### config.mk
export PLATFORM = sky130hd
export DESIGN_NAME = http_chunked_deframer
export DESIGN_NICKNAME = d
export VERILOG_FILES = /design/src/rtl/hcd_pkg.sv /design/src/rtl/hcd_step.sv /design/src/rtl/http_chunked_deframer.sv
export VERILOG_INCLUDE_DIRS = /design/src /design/src/rtl
export SDC_FILE = /design/constraint.sdc
export NUM_CORES = 1
export LEC_CHECK = 0
export ABC_AREA = 1
export BUFFER_PORTS_ARGS = -buffer_cell sky130_fd_sc_hd__buf_2
export CAP_MARGIN = 20
export CORE_UTILIZATION = 64
export CTS_BUF_LIST = sky130_fd_sc_hd__clkbuf_8
export CTS_CLUSTER_DIAMETER = 50
export DETAILED_ROUTE_END_ITERATION = 10
export MAX_ROUTING_LAYER = met4
export PLACE_DENSITY = 0.93
export SKIP_CTS_REPAIR_TIMING = 1
export SLEW_MARGIN = 5
export SYNTH_ARGS = -nofsm -noshare
export SYNTH_HDL_FRONTEND = slang
export SYNTH_SLANG_ARGS = --single-unit
### constraint.sdc
create_clock -name clk_i -period 2.4 [get_ports clk_i]
set_input_delay 0.12 -clock clk_i [delete_from_list [all_inputs] [get_ports clk_i]]
set_output_delay 0.12 -clock clk_i [all_outputs]
set_load 0.01 [all_outputs]
### src/rtl/assert_macros.svh
// Assertion macros shared by the chunked deframer RTL.
`ifndef ASSERT_MACROS_SVH
`define ASSERT_MACROS_SVH

`ifndef SYNTHESIS

// Check a property on an explicit clock and active-low reset.
`define ASSERT_CLK(lbl, clk, rst_n, prop, msg) \
  lbl: assert property (@(posedge clk) disable iff (!rst_n) (prop)) else $error(msg);

// Check a property on the standard clk_i / rst_ni pair.
`define ASSERT_STD(lbl, prop, msg) `ASSERT_CLK(lbl, clk_i, rst_ni, prop, msg)

`else

`define ASSERT_CLK(lbl, clk, rst_n, prop, msg)
`define ASSERT_STD(lbl, prop, msg)

`endif

`endif

### src/rtl/hcd_pkg.sv
// Types, constants and helpers for the HTTP chunked deframer.
`default_nettype none

package hcd_pkg;

  // Default width of the chunk size counter.
  localparam int unsigned SIZE_BITS_DEF = 32;

  // Line control characters.
  localparam logic [7:0] CHR_CR   = 8'h0D;
  localparam logic [7:0] CHR_LF   = 8'h0A;
  localparam logic [7:0] CHR_SEMI = 8'h3B;

  // End kinds.
  localparam logic [1:0] END_NONE = 2'd0;
  localparam logic [1:0] END_DONE = 2'd1;
  localparam logic [1:0] END_ERR  = 2'd2;

  // Error codes.
  localparam logic [1:0] ERR_UNTERM = 2'd0;
  localparam logic [1:0] ERR_SIZE   = 2'd1;
  localparam logic [1:0] ERR_TRUNC  = 2'd2;
  localparam logic [1:0] ERR_TERM   = 2'd3;

  typedef enum logic [5:0] {
    PH_SIZE  = 6'b000001,
    PH_EXT   = 6'b000010,
    PH_DATA  = 6'b000100,
    PH_TCR   = 6'b001000,
    PH_TLF   = 6'b010000,
    PH_DRAIN = 6'b100000
  } hcd_phase_e;

  typedef struct packed {
    logic [7:0] data_byte;
    logic       last_byte;
  } hcd_in_t;

  typedef struct packed {
    logic       payload_valid;
    logic [7:0] payload;
    logic [1:0] end_kind;
    logic [1:0] error_code;
  } hcd_out_t;

  // Parser control state (the size counter travels beside it).
  typedef struct packed {
    hcd_phase_e phase;
    logic       saw_digit;
    logic       size_bad;
    logic       cr_pending;
  } hcd_state_t;

  // Decode one hex digit: bit 4 set when the byte is a digit.
  function automatic logic [4:0] hex_decode(logic [7:0] c);
    logic [4:0] r;
    r = 5'd0;
    if (c >= 8'h30 && c <= 8'h39) begin
      r = {1'b1, c[3:0]};
    end else if ((c >= 8'h61 && c <= 8'h66) || (c >= 8'h41 && c <= 8'h46)) begin
      r = {1'b1, c[3:0] + 4'd9};
    end
    return r;
  endfunction

endpackage

`default_nettype wire

### src/rtl/hcd_step.sv
// Per-byte parser update: next state and the result of one item.
`default_nettype none

module hcd_step
  import hcd_pkg::*;
#(
  parameter int unsigned SizeBits = SIZE_BITS_DEF
) (
  input  hcd_in_t             item_i,
  input  hcd_state_t          state_i,
  input  logic [SizeBits-1:0] count_i,
  output hcd_state_t          state_o,
  output logic [SizeBits-1:0] count_o,
  output logic                res_vld_o,
  output hcd_out_t            res_o
);

  logic [7:0]          c;
  logic                last;
  logic [4:0]          hex;
  logic [SizeBits+3:0] wide;
  logic                fin;
  logic [1:0]          kind;
  logic [1:0]          code;
  logic                emit_data;

  assign c    = item_i.data_byte;
  assign last = item_i.last_byte;
  assign hex  = hex_decode(c);
  assign wide = {count_i, hex[3:0]};

  // Advance the parser by one byte
  always_comb begin
    state_o   = state_i;
    count_o   = count_i;
    fin       = 1'b0;
    kind      = END_NONE;
    code      = ERR_UNTERM;
    emit_data = 1'b0;

    unique case (state_i.phase)
      PH_SIZE, PH_EXT: begin
        if (state_i.cr_pending && c == CHR_LF) begin
          if (state_i.size_bad || !state_i.saw_digit) begin
            fin = 1'b1; kind = END_ERR; code = ERR_SIZE;
          end else if (count_i == '0) begin
            fin = 1'b1; kind = END_DONE; code = ERR_UNTERM;
          end else if (last) begin
            fin = 1'b1; kind = END_ERR; code = ERR_TRUNC;
          end else begin
            state_o.cr_pending = 1'b0;
            state_o.phase      = PH_DATA;
          end
        end else begin
          if (state_i.phase == PH_SIZE) begin
            // A CR not followed by LF spoils the size
            if (state_i.cr_pending) state_o.size_bad = 1'b1;
            state_o.cr_pending = 1'b0;
            if (c == CHR_CR) begin
              state_o.cr_pending = 1'b1;
            end else if (c == CHR_SEMI) begin
              state_o.phase = PH_EXT;
            end else if (!hex[4]) begin
              state_o.size_bad = 1'b1;
            end else begin
              state_o.saw_digit = 1'b1;
              if (!state_o.size_bad) begin
                if (count_i[SizeBits-1 -: 4] != 4'd0) begin
                  state_o.size_bad = 1'b1;
                end else begin
                  count_o = wide[SizeBits-1:0];
                end
              end
            end
          end else begin
            state_o.cr_pending = (c == CHR_CR);
          end
          if (last) begin
            fin = 1'b1; kind = END_ERR; code = ERR_UNTERM;
          end
        end
      end
      PH_DATA: begin
        if (last) begin
          fin = 1'b1; kind = END_ERR; code = ERR_TRUNC;
        end else begin
          count_o   = count_i - SizeBits'(1);
          emit_data = 1'b1;
          if (count_i == SizeBits'(1)) state_o.phase = PH_TCR;
        end
      end
      PH_TCR: begin
        if (last) begin
          fin = 1'b1; kind = END_ERR; code = ERR_TRUNC;
        end else if (c != CHR_CR) begin
          fin = 1'b1; kind = END_ERR; code = ERR_TERM;
        end else begin
          state_o.phase = PH_TLF;
        end
      end
      PH_TLF: begin
        if (c != CHR_LF) begin
          fin = 1'b1; kind = END_ERR; code = ERR_TERM;
        end else if (last) begin
          fin = 1'b1; kind = END_ERR; code = ERR_UNTERM;
        end else begin
          state_o.phase      = PH_SIZE;
          state_o.saw_digit  = 1'b0;
          state_o.size_bad   = 1'b0;
          state_o.cr_pending = 1'b0;
          count_o            = '0;
        end
      end
      PH_DRAIN: begin
        if (last) begin
          state_o.phase      = PH_SIZE;
          state_o.saw_digit  = 1'b0;
          state_o.size_bad   = 1'b0;
          state_o.cr_pending = 1'b0;
          count_o            = '0;
        end
      end
      default: begin
        state_o.phase      = PH_SIZE;
        state_o.saw_digit  = 1'b0;
        state_o.size_bad   = 1'b0;
        state_o.cr_pending = 1'b0;
        count_o            = '0;
      end
    endcase

    // Finish the body: restart on the last byte, otherwise drain
    if (fin) begin
      if (last) begin
        state_o.phase      = PH_SIZE;
        state_o.saw_digit  = 1'b0;
        state_o.size_bad   = 1'b0;
        state_o.cr_pending = 1'b0;
        count_o            = '0;
      end else begin
        state_o.phase = PH_DRAIN;
      end
    end
  end

  // Build the result item
  always_comb begin
    res_vld_o           = fin || emit_data;
    res_o.payload_valid = emit_data;
    res_o.payload       = emit_data ? c : 8'd0;
    res_o.end_kind      = fin ? kind : END_NONE;
    res_o.error_code    = (fin && kind == END_ERR) ? code : ERR_UNTERM;
  end

endmodule

`default_nettype wire

### src/rtl/http_chunked_deframer.sv
// Top level of the HTTP/1.1 chunked body deframer.
// A transferred byte lands in the input register; its result then loads into the result register once that can take it.
// Throughput: one byte per cycle; ready drops only while a result waits on a stall.
// Rate is set by the combinational parser update between input and result registers.
// Reset: rst_ni low clears both valid flags and returns the parser to the size line.
`default_nettype none

`include "assert_macros.svh"

module http_chunked_deframer
  import hcd_pkg::*;
#(
  parameter int unsigned SizeBits = SIZE_BITS_DEF
) (
  input  logic     clk_i,
  input  logic     rst_ni,
  input  logic     in_valid_i,
  output logic     in_ready_o,
  input  hcd_in_t  in_data_i,
  output logic     out_valid_o,
  input  logic     out_ready_i,
  output hcd_out_t out_data_o
);

  logic                in_vld_q;
  hcd_in_t             in_item_q;
  hcd_state_t          state_q, state_d;
  logic [SizeBits-1:0] count_q, count_d;
  logic                out_vld_q;
  hcd_out_t            out_item_q;
  logic                res_vld;
  hcd_out_t            res;
  logic                advance;

  // Process the held byte when the result register can take a new value
  assign advance    = in_vld_q && (!out_vld_q || out_ready_i);
  assign in_ready_o = !in_vld_q || advance;

  hcd_step #(
    .SizeBits(SizeBits)
  ) u_step (
    .item_i    (in_item_q),
    .state_i   (state_q),
    .count_i   (count_q),
    .state_o   (state_d),
    .count_o   (count_d),
    .res_vld_o (res_vld),
    .res_o     (res)
  );

  // Input register
  always_ff @(posedge clk_i or negedge rst_ni) begin
    if (!rst_ni) begin
      in_vld_q <= 1'b0;
    end else if (in_ready_o) begin
      in_vld_q <= in_valid_i;
    end
  end

  always_ff @(posedge clk_i) begin
    if (in_ready_o && in_valid_i) in_item_q <= in_data_i;
  end

  // Parser state
  always_ff @(posedge clk_i or negedge rst_ni) begin
    if (!rst_ni) begin
      state_q.phase      <= PH_SIZE;
      state_q.saw_digit  <= 1'b0;
      state_q.size_bad   <= 1'b0;
      state_q.cr_pending <= 1'b0;
      count_q            <= '0;
    end else if (advance) begin
      state_q <= state_d;
      count_q <= count_d;
    end
  end

  // Result register: hold under stall, load on a new result, clear once taken
  always_ff @(posedge clk_i or negedge rst_ni) begin
    if (!rst_ni) begin
      out_vld_q <= 1'b0;
    end else if (advance) begin
      out_vld_q <= res_vld;
    end else if (out_ready_i) begin
      out_vld_q <= 1'b0;
    end
  end

  always_ff @(posedge clk_i) begin
    if (advance && res_vld) out_item_q <= res;
  end

  assign out_valid_o = out_vld_q;
  assign out_data_o  = out_item_q;

  `ASSERT_STD(a_in_lands, in_valid_i && in_ready_o |=> in_vld_q,
              "accepted transfer missing from input register")
  `ASSERT_STD(a_res_loaded, advance && res_vld |=> out_valid_o,
              "result not loaded into output register")
  `ASSERT_STD(a_out_kept, out_valid_o && !out_ready_i |=> out_valid_o,
              "stalled result dropped")
  `ASSERT_STD(a_data_count, state_q.phase == PH_DATA |-> count_q != '0,
              "data phase with zero remaining count")

endmodule

`default_nettype wire

Yosys cells after proc, flatten, opt, wreduce, memory -nomap -nowiden. Cells that the tools add are included.

Register bits after elaboration: 65. Bits in latches: 0. Bits in writable memories: 0. Memory bits (read-only): 0. Input port bits: 13. Output and inout bits: 15. Logic and storage cells: 147. Memories kept: 0.

$add $sub $neg: 2. Multipliers: 0. Div/mod/pow operators: 0. $lt $le $gt $ge: 6. Eq/ne operators: 26. Shift operators: 0. Multiplexer cells: 78. Bitwise gates (word level): 0. Reduce and logical (&&, ||, !) cells: 22.

Operators by type and width (count): 2-to-1 mux 32 bit (13); case mux 32 bit (5 select lines) (1); 2-to-1 mux 6 bit (10); 2-to-1 mux 9 bit (4); equality test 32 x 1 -> 1 bit (second input constant) (1); logical NOT 32 bit (1); subtractor 32 x 1 -> 32 bit (second input constant) (1); 2-to-1 mux 2 bit (15); case mux 6 bit (5 select lines) (1); 2-to-1 mux 1 bit (25); inequality test 3 x 2 -> 1 bit (second input constant) (6); equality test 8 x 4 -> 1 bit (second input constant) (2); greater-or-equal comparator 8 x 7 -> 1 bit (second input constant) (2); <= comparator 8 x 7 -> 1 bit (second input constant) (2); 2-to-1 mux 8 bit (2); inequality test 8 x 4 -> 1 bit (second input constant) (2); case mux 2 bit (4 select lines) (2); AND reduction 14 bit (1); inequality test 4 x 3 -> 1 bit (second input constant) (3); case mux 3 bit (4 select lines) (1); 2-to-1 mux 5 bit (2); equality test 8 x 6 -> 1 bit (second input constant) (1); greater-or-equal comparator 8 x 6 -> 1 bit (second input constant) (1); <= comparator 8 x 6 -> 1 bit (second input constant) (1); other kinds (19) (34).

Longest topological paths before layout.
Depth in word-level cells: 15. Gate-level depth with buffers: 16. Depth with buffers taken out: 16.

By module. From an unflattened synthesis, not the netlist that was laid out.

Cell total of the unflattened synthesis: 847. Area, all modules: 5442.7 um^2.

Modules (own cells, without submodules): hcd_step (instances 1, cells an instance 635, area an instance 3040.4 um^2, seq. area each 0.0 um^2); http_chunked_deframer (instances 1, cells an instance 212, area an instance 2402.3 um^2, seq. area each 1737.9 um^2).

Worst setup path after synthesis. No wires, ideal clock.

Path kind: flip-flop to flip-flop. From: reg in_item_q[1] (netlist bit). To: reg out_item_q, in the netlist out_data_o[0], enable pin. Setup time: 349 ps. Arrival time: 1823 ps. Required time: 2051 ps. Setup slack: 228 ps. Stages on the path, launching flop included: 11. Buffers on the path: 0. Period minus slack after synthesis: 2172 ps. Cell sequence: edfxtp_1 > inv_1 > ha_1 > nand3_1 > nor2_1 > nand2_2 > a21oi_1 > nand2_1 > nand2_4 > o21ai_0 > inv_1.

Cells in the longest elaborated chain, start to end: 6. Elaborated cells between the ends (all ways): 11. Those cells by class: 3 x eq/ne; 5 x mux; 3 x reduce/logical.

RTL lines: start: declaration (line http_chunked_deframer.sv:26) `hcd_in_t in_item_q;`; start signal: assignment (line http_chunked_deframer.sv:61) `if (in_ready_o && in_valid_i) in_item_q <= in_data_i;`; inequality test 8 x 4 -> 1 bit / equality test 8 x 4 -> 1 bit (equally long branches) (line hcd_step.sv:95, hcd_step.sv:43); 2-to-1 mux 1 bit / logical AND 1 bit (equally long branches) (line hcd_step.sv:95, hcd_step.sv:43); 2-to-1 mux 1 bit, on equally long branches (line hcd_step.sv:93, hcd_step.sv:43); case mux 1 bit (4 select lines) (*) (line hcd_step.sv:41) `unique case (state_i.phase)`; logical OR 1 bit (*) (line hcd_step.sv:148) `res_vld_o = fin || emit_data;`; logical AND 1 bit (*) (line http_chunked_deframer.sv:90) `if (advance && res_vld) out_item_q <= res;`; end signal: assignment (line http_chunked_deframer.sv:90); end: declaration (line http_chunked_deframer.sv:30) `hcd_out_t out_item_q;`.

Mark *: on every way between the ends. The rest lies on a longest branch, timed or not. A chain may end at the register's enable or synchronous reset.

Final worst setup path.
From: reg count_q[1]. To: reg out_item_q, in the netlist out_data_o[12], enable pin.

Cells in the longest elaborated chain, start to end: 7.

RTL lines: start: declaration (line http_chunked_deframer.sv:28) `logic [SizeBits-1:0] count_q, count_d;`; start signal: assignment (line http_chunked_deframer.sv:74) `count_q <= count_d;`; logical NOT 32 bit (line hcd_step.sv:46) `end else if (count_i == '0) begin`; 2-to-1 mux 1 bit (line hcd_step.sv:46); 2-to-1 mux 1 bit (line hcd_step.sv:44) `if (state_i.size_bad || !state_i.saw_digit) begin`; 2-to-1 mux 1 bit (line hcd_step.sv:43) `if (state_i.cr_pending && c == CHR_LF) begin`; case mux 1 bit (4 select lines) (line hcd_step.sv:41); logical OR 1 bit (line hcd_step.sv:148); logical AND 1 bit (line http_chunked_deframer.sv:90).

No other way between the ends.

==> flow_summary.yaml <==
outcome:
  outcome: "complete, no violations"
place:
  routabilityCongestion: 1.00
  port_buffers: 27
  place_hpwl_um: 11700
  pre_cts_slack_ps: 13.8
floorplan:
  core_area_um2: 7730
  die_y_um: 91.5
  die-area_um2: 8370
  row_count: 32
  io_pins: 28
  start_util: 0.664
  die_w_um: 91.5
synth:
  yosys.cell_types.count: 38
  ys_seq_elements: 65
  yosysWarnings: 0
  synth.cell_area_um2: 5130
  synth_most_common_cell: "nand2_1"
  yosysTopAreaCell: "dfrtp_1"
  synth_compound_area_frac: 0.0878
  yosysSeqAreaShare: 0.339
  synth-xor-area-share: 0.00512
  synth_top_family_by_area: "simple AND/OR/NAND/NOR gates"
  syn_nets: 828
  synth_ff_type: "dfrtp_1"
  postSynthCellCount: 807
  synth_top_area_share: 0.205
  synthTopCellsByArea: "dfrtp_1, nand2_1, edfxtp_1"
  async_reset_ff_frac: 0.662
  syn_avg_cell_area_um2: 6.35
  synth.area.mux_share: 0
  synth_edf_count: 22
  yosys-top-cells-count: "nand2_1, nand3_1, nor2_1"
  synth-simple-area-share: 0.458
  synth_adder_area_share: 0.0195
global_route:
  antenna_found_initial: 0
  grt_usage: 0.415
  grt_overflow: 0
  grt_max_degree: 44
  grt_pass1_vias: 5500
  grt_pass1_wl_um: 26400
drt:
  dr.first_iter.drc_count: 805
  num_vias: 6133
  route.detailed.drc: 0
  drt-total-wl_um: 17300
  vias_per_cell: 6.28
  wire_per_inst_um: 17.7
  drt_first_pass_iters: 7
  ant_nets: 0
power_and_ir_drop:
  total_leakage_power_nw: 3.16
  power_mw: 4.08
  p_per_area_nw_per_um2: 687
  ir_worst_vdd_mv: 0.485
sta:
  final_max_slew_viol_count: 0
  period_minus_slack_ps: 2320
  skew_ps: 13.3
  finalCritPeriodShare: 0.965
  setup_viol: 0
  final.setup.worst_slack_ps: 83.3
  worst_pin_slew_ps: 550
  fmaxAchievable_mhz: 432
  hold_viol_final: 0
  maxSlewHeadroom: 0.633
critical_path:
  cp-start-kind: "flop"
  critical_path.cell_chain: "inv_2 > ha_1 > inv_1 > nor3_2 > nand2_1 > nor2_1 > nand2_1 > nand3_1 > nand2_1 > nand2_4 > o21ai_1 > inv_1 > buf_12"
  crit_type: "reg -> reg"
  crit_required_ps: 2480
  path_max_fanout: 13
  r2r_start: "count_q[1]"
  critical_path.startpoint: "count_q[1]"
  arrival_ps: 2400
  crit_path_end_kind: "flop"
  cp_common_cell: "nand2_1"
  crit_slowest_cell: "dfrtp_1"
  slowest_delay_ps: 460
final_layout:
  area_growth_syn_to_layout_pct: 15.7
  finalNetCount: 890
  fill_cells: 594
  drive_above_1_share: 0.148
  num_antenna_cells: 0
clocking:
  cts.sinks: 65
  clock_latency_ps: 360
  htreeDepth: 3
  clock_tree.buffer_depth: 2
  cts_buffers: 9
  clkTransAtPathRegs_ps: 90
  cts_tree: "done"
  root_buffer: "clkbuf_8"
min_path:
  hp-class: "in -> async"
flow_run:
  cap_violations: 0
cells by family after synthesis:
kind of cell / count (synthesis)
AOI/OAI and AO/OA: 85
xor gates and xnor gates: 3
adders and majority gates: 8
buffers and inverters: 112
DFF: 65
and+or+nand+nor: 534
flip-flops by register name, summed over array words and instances, names as in the netlist:
| signal | cells |
|---|---|
| count_q | 32 |
| out_valid_o | 1 |
| in_item_q | 9 |
| in_vld_q | 1 |
| state_q | 9 |
| out_data_o | 13 |
cells in the final DEF (no fill, tap or decap), types with 2 or more instances in the layout:
cell type	synthesis	routed
nand2_1	273	270
nand3_1	120	118
nor2_1	90	89
inv_1	77	73
o21ai_0	52	50
dfrtp_1	42	42
buf_4	1	32
buf_2	9	27
edfxtp_1	22	22
o21ai_1	15	17
inv_2	9	12
a21oi_1	12	12
dlygate4sd3_1	0	12
nand2_2	8	10
nand4_1	10	10
clkbuf_8	0	9
nor2_2	6	7
ha_1	8	7
nor3_1	7	6
nand3b_1	5	5
buf_12	0	4
nor2_4	3	3
nand3_2	1	3
nand2_4	2	3
xor2_1	3	3
o211ai_1	3	3
clkinv_1	2	2
nor3_2	1	2
nor4_1	2	2
clkinvlp_4	0	2
or2_2	2	2
inv_6	0	2
clkinv_4	0	2
critical path, delay by kind of cell, from the launching register on:
family	cells	cell delay [ps]
and+or+nand+nor	7	860
buffers and inverters	4	470
DFF	1	460
adders and majority gates	1	150
AOI/OAI and AO/OA	1	110
worst paths after layout:
path | endpoint | slack, ps | cells after the start
max in group asynchronous | count_q[8] | 1790 | 3
min in group clk_i | in_item_q[7] | 470 | 2
hold reg to reg | state_q[3] | 500 | 2
setup reg to reg | out_data_o[12] | 80 | 13
hold / removal | state_q[7] | 140 | 2
setup / recovery | out_data_o[12] | 80 | 13
layout make-up:
| cell class | instances | area (um2) | area share |
|---|---|---|---|
| tap | 102 | 128 | 0.0215 |
| timing repair buffer | 75 | 576 | 0.0970 |
| inverter | 88 | 334 | 0.0563 |
| clock buffer | 9 | 124 | 0.0209 |
| multi-input combinational | 630 | 2960 | 0.498 |
| clock inverter | 7 | 77.6 | 0.0131 |
| sequential | 65 | 1740 | 0.293 |
report_power, final:
part	switching (mW)	internal, mW	leakage [nW]
registers	0.0772	1.26	0.802
logic	1.20	0.527	2.26
clock network	0.525	0.489	0.100
total	1.80	2.27	3.16
per-stage QoR:
stage                     std cells   util  setup TNS (ps)  hold WS [ps]  instance area (um2)
after floorplan                 807      -               0          -176                 5130
after global placement          940  0.712            -144           297                 5500
after detailed placement        940  0.712               0           299                 5500
after CTS                       956  0.738            -909         -73.8                 5700
after global routing            976  0.768           -34.8           146                 5930
final                           976  0.768               0           140                 5930
routing by layer:
layer  vias up  share of wire  global-route usage
met2       526           0.44               0.616
met1      2757           0.38               0.556
met4         0          0.049               0.169
li1       2732              -                   -
met3       118           0.14              0.0812
met5         -              0                   -
Power figures use the tool's default switching activity.
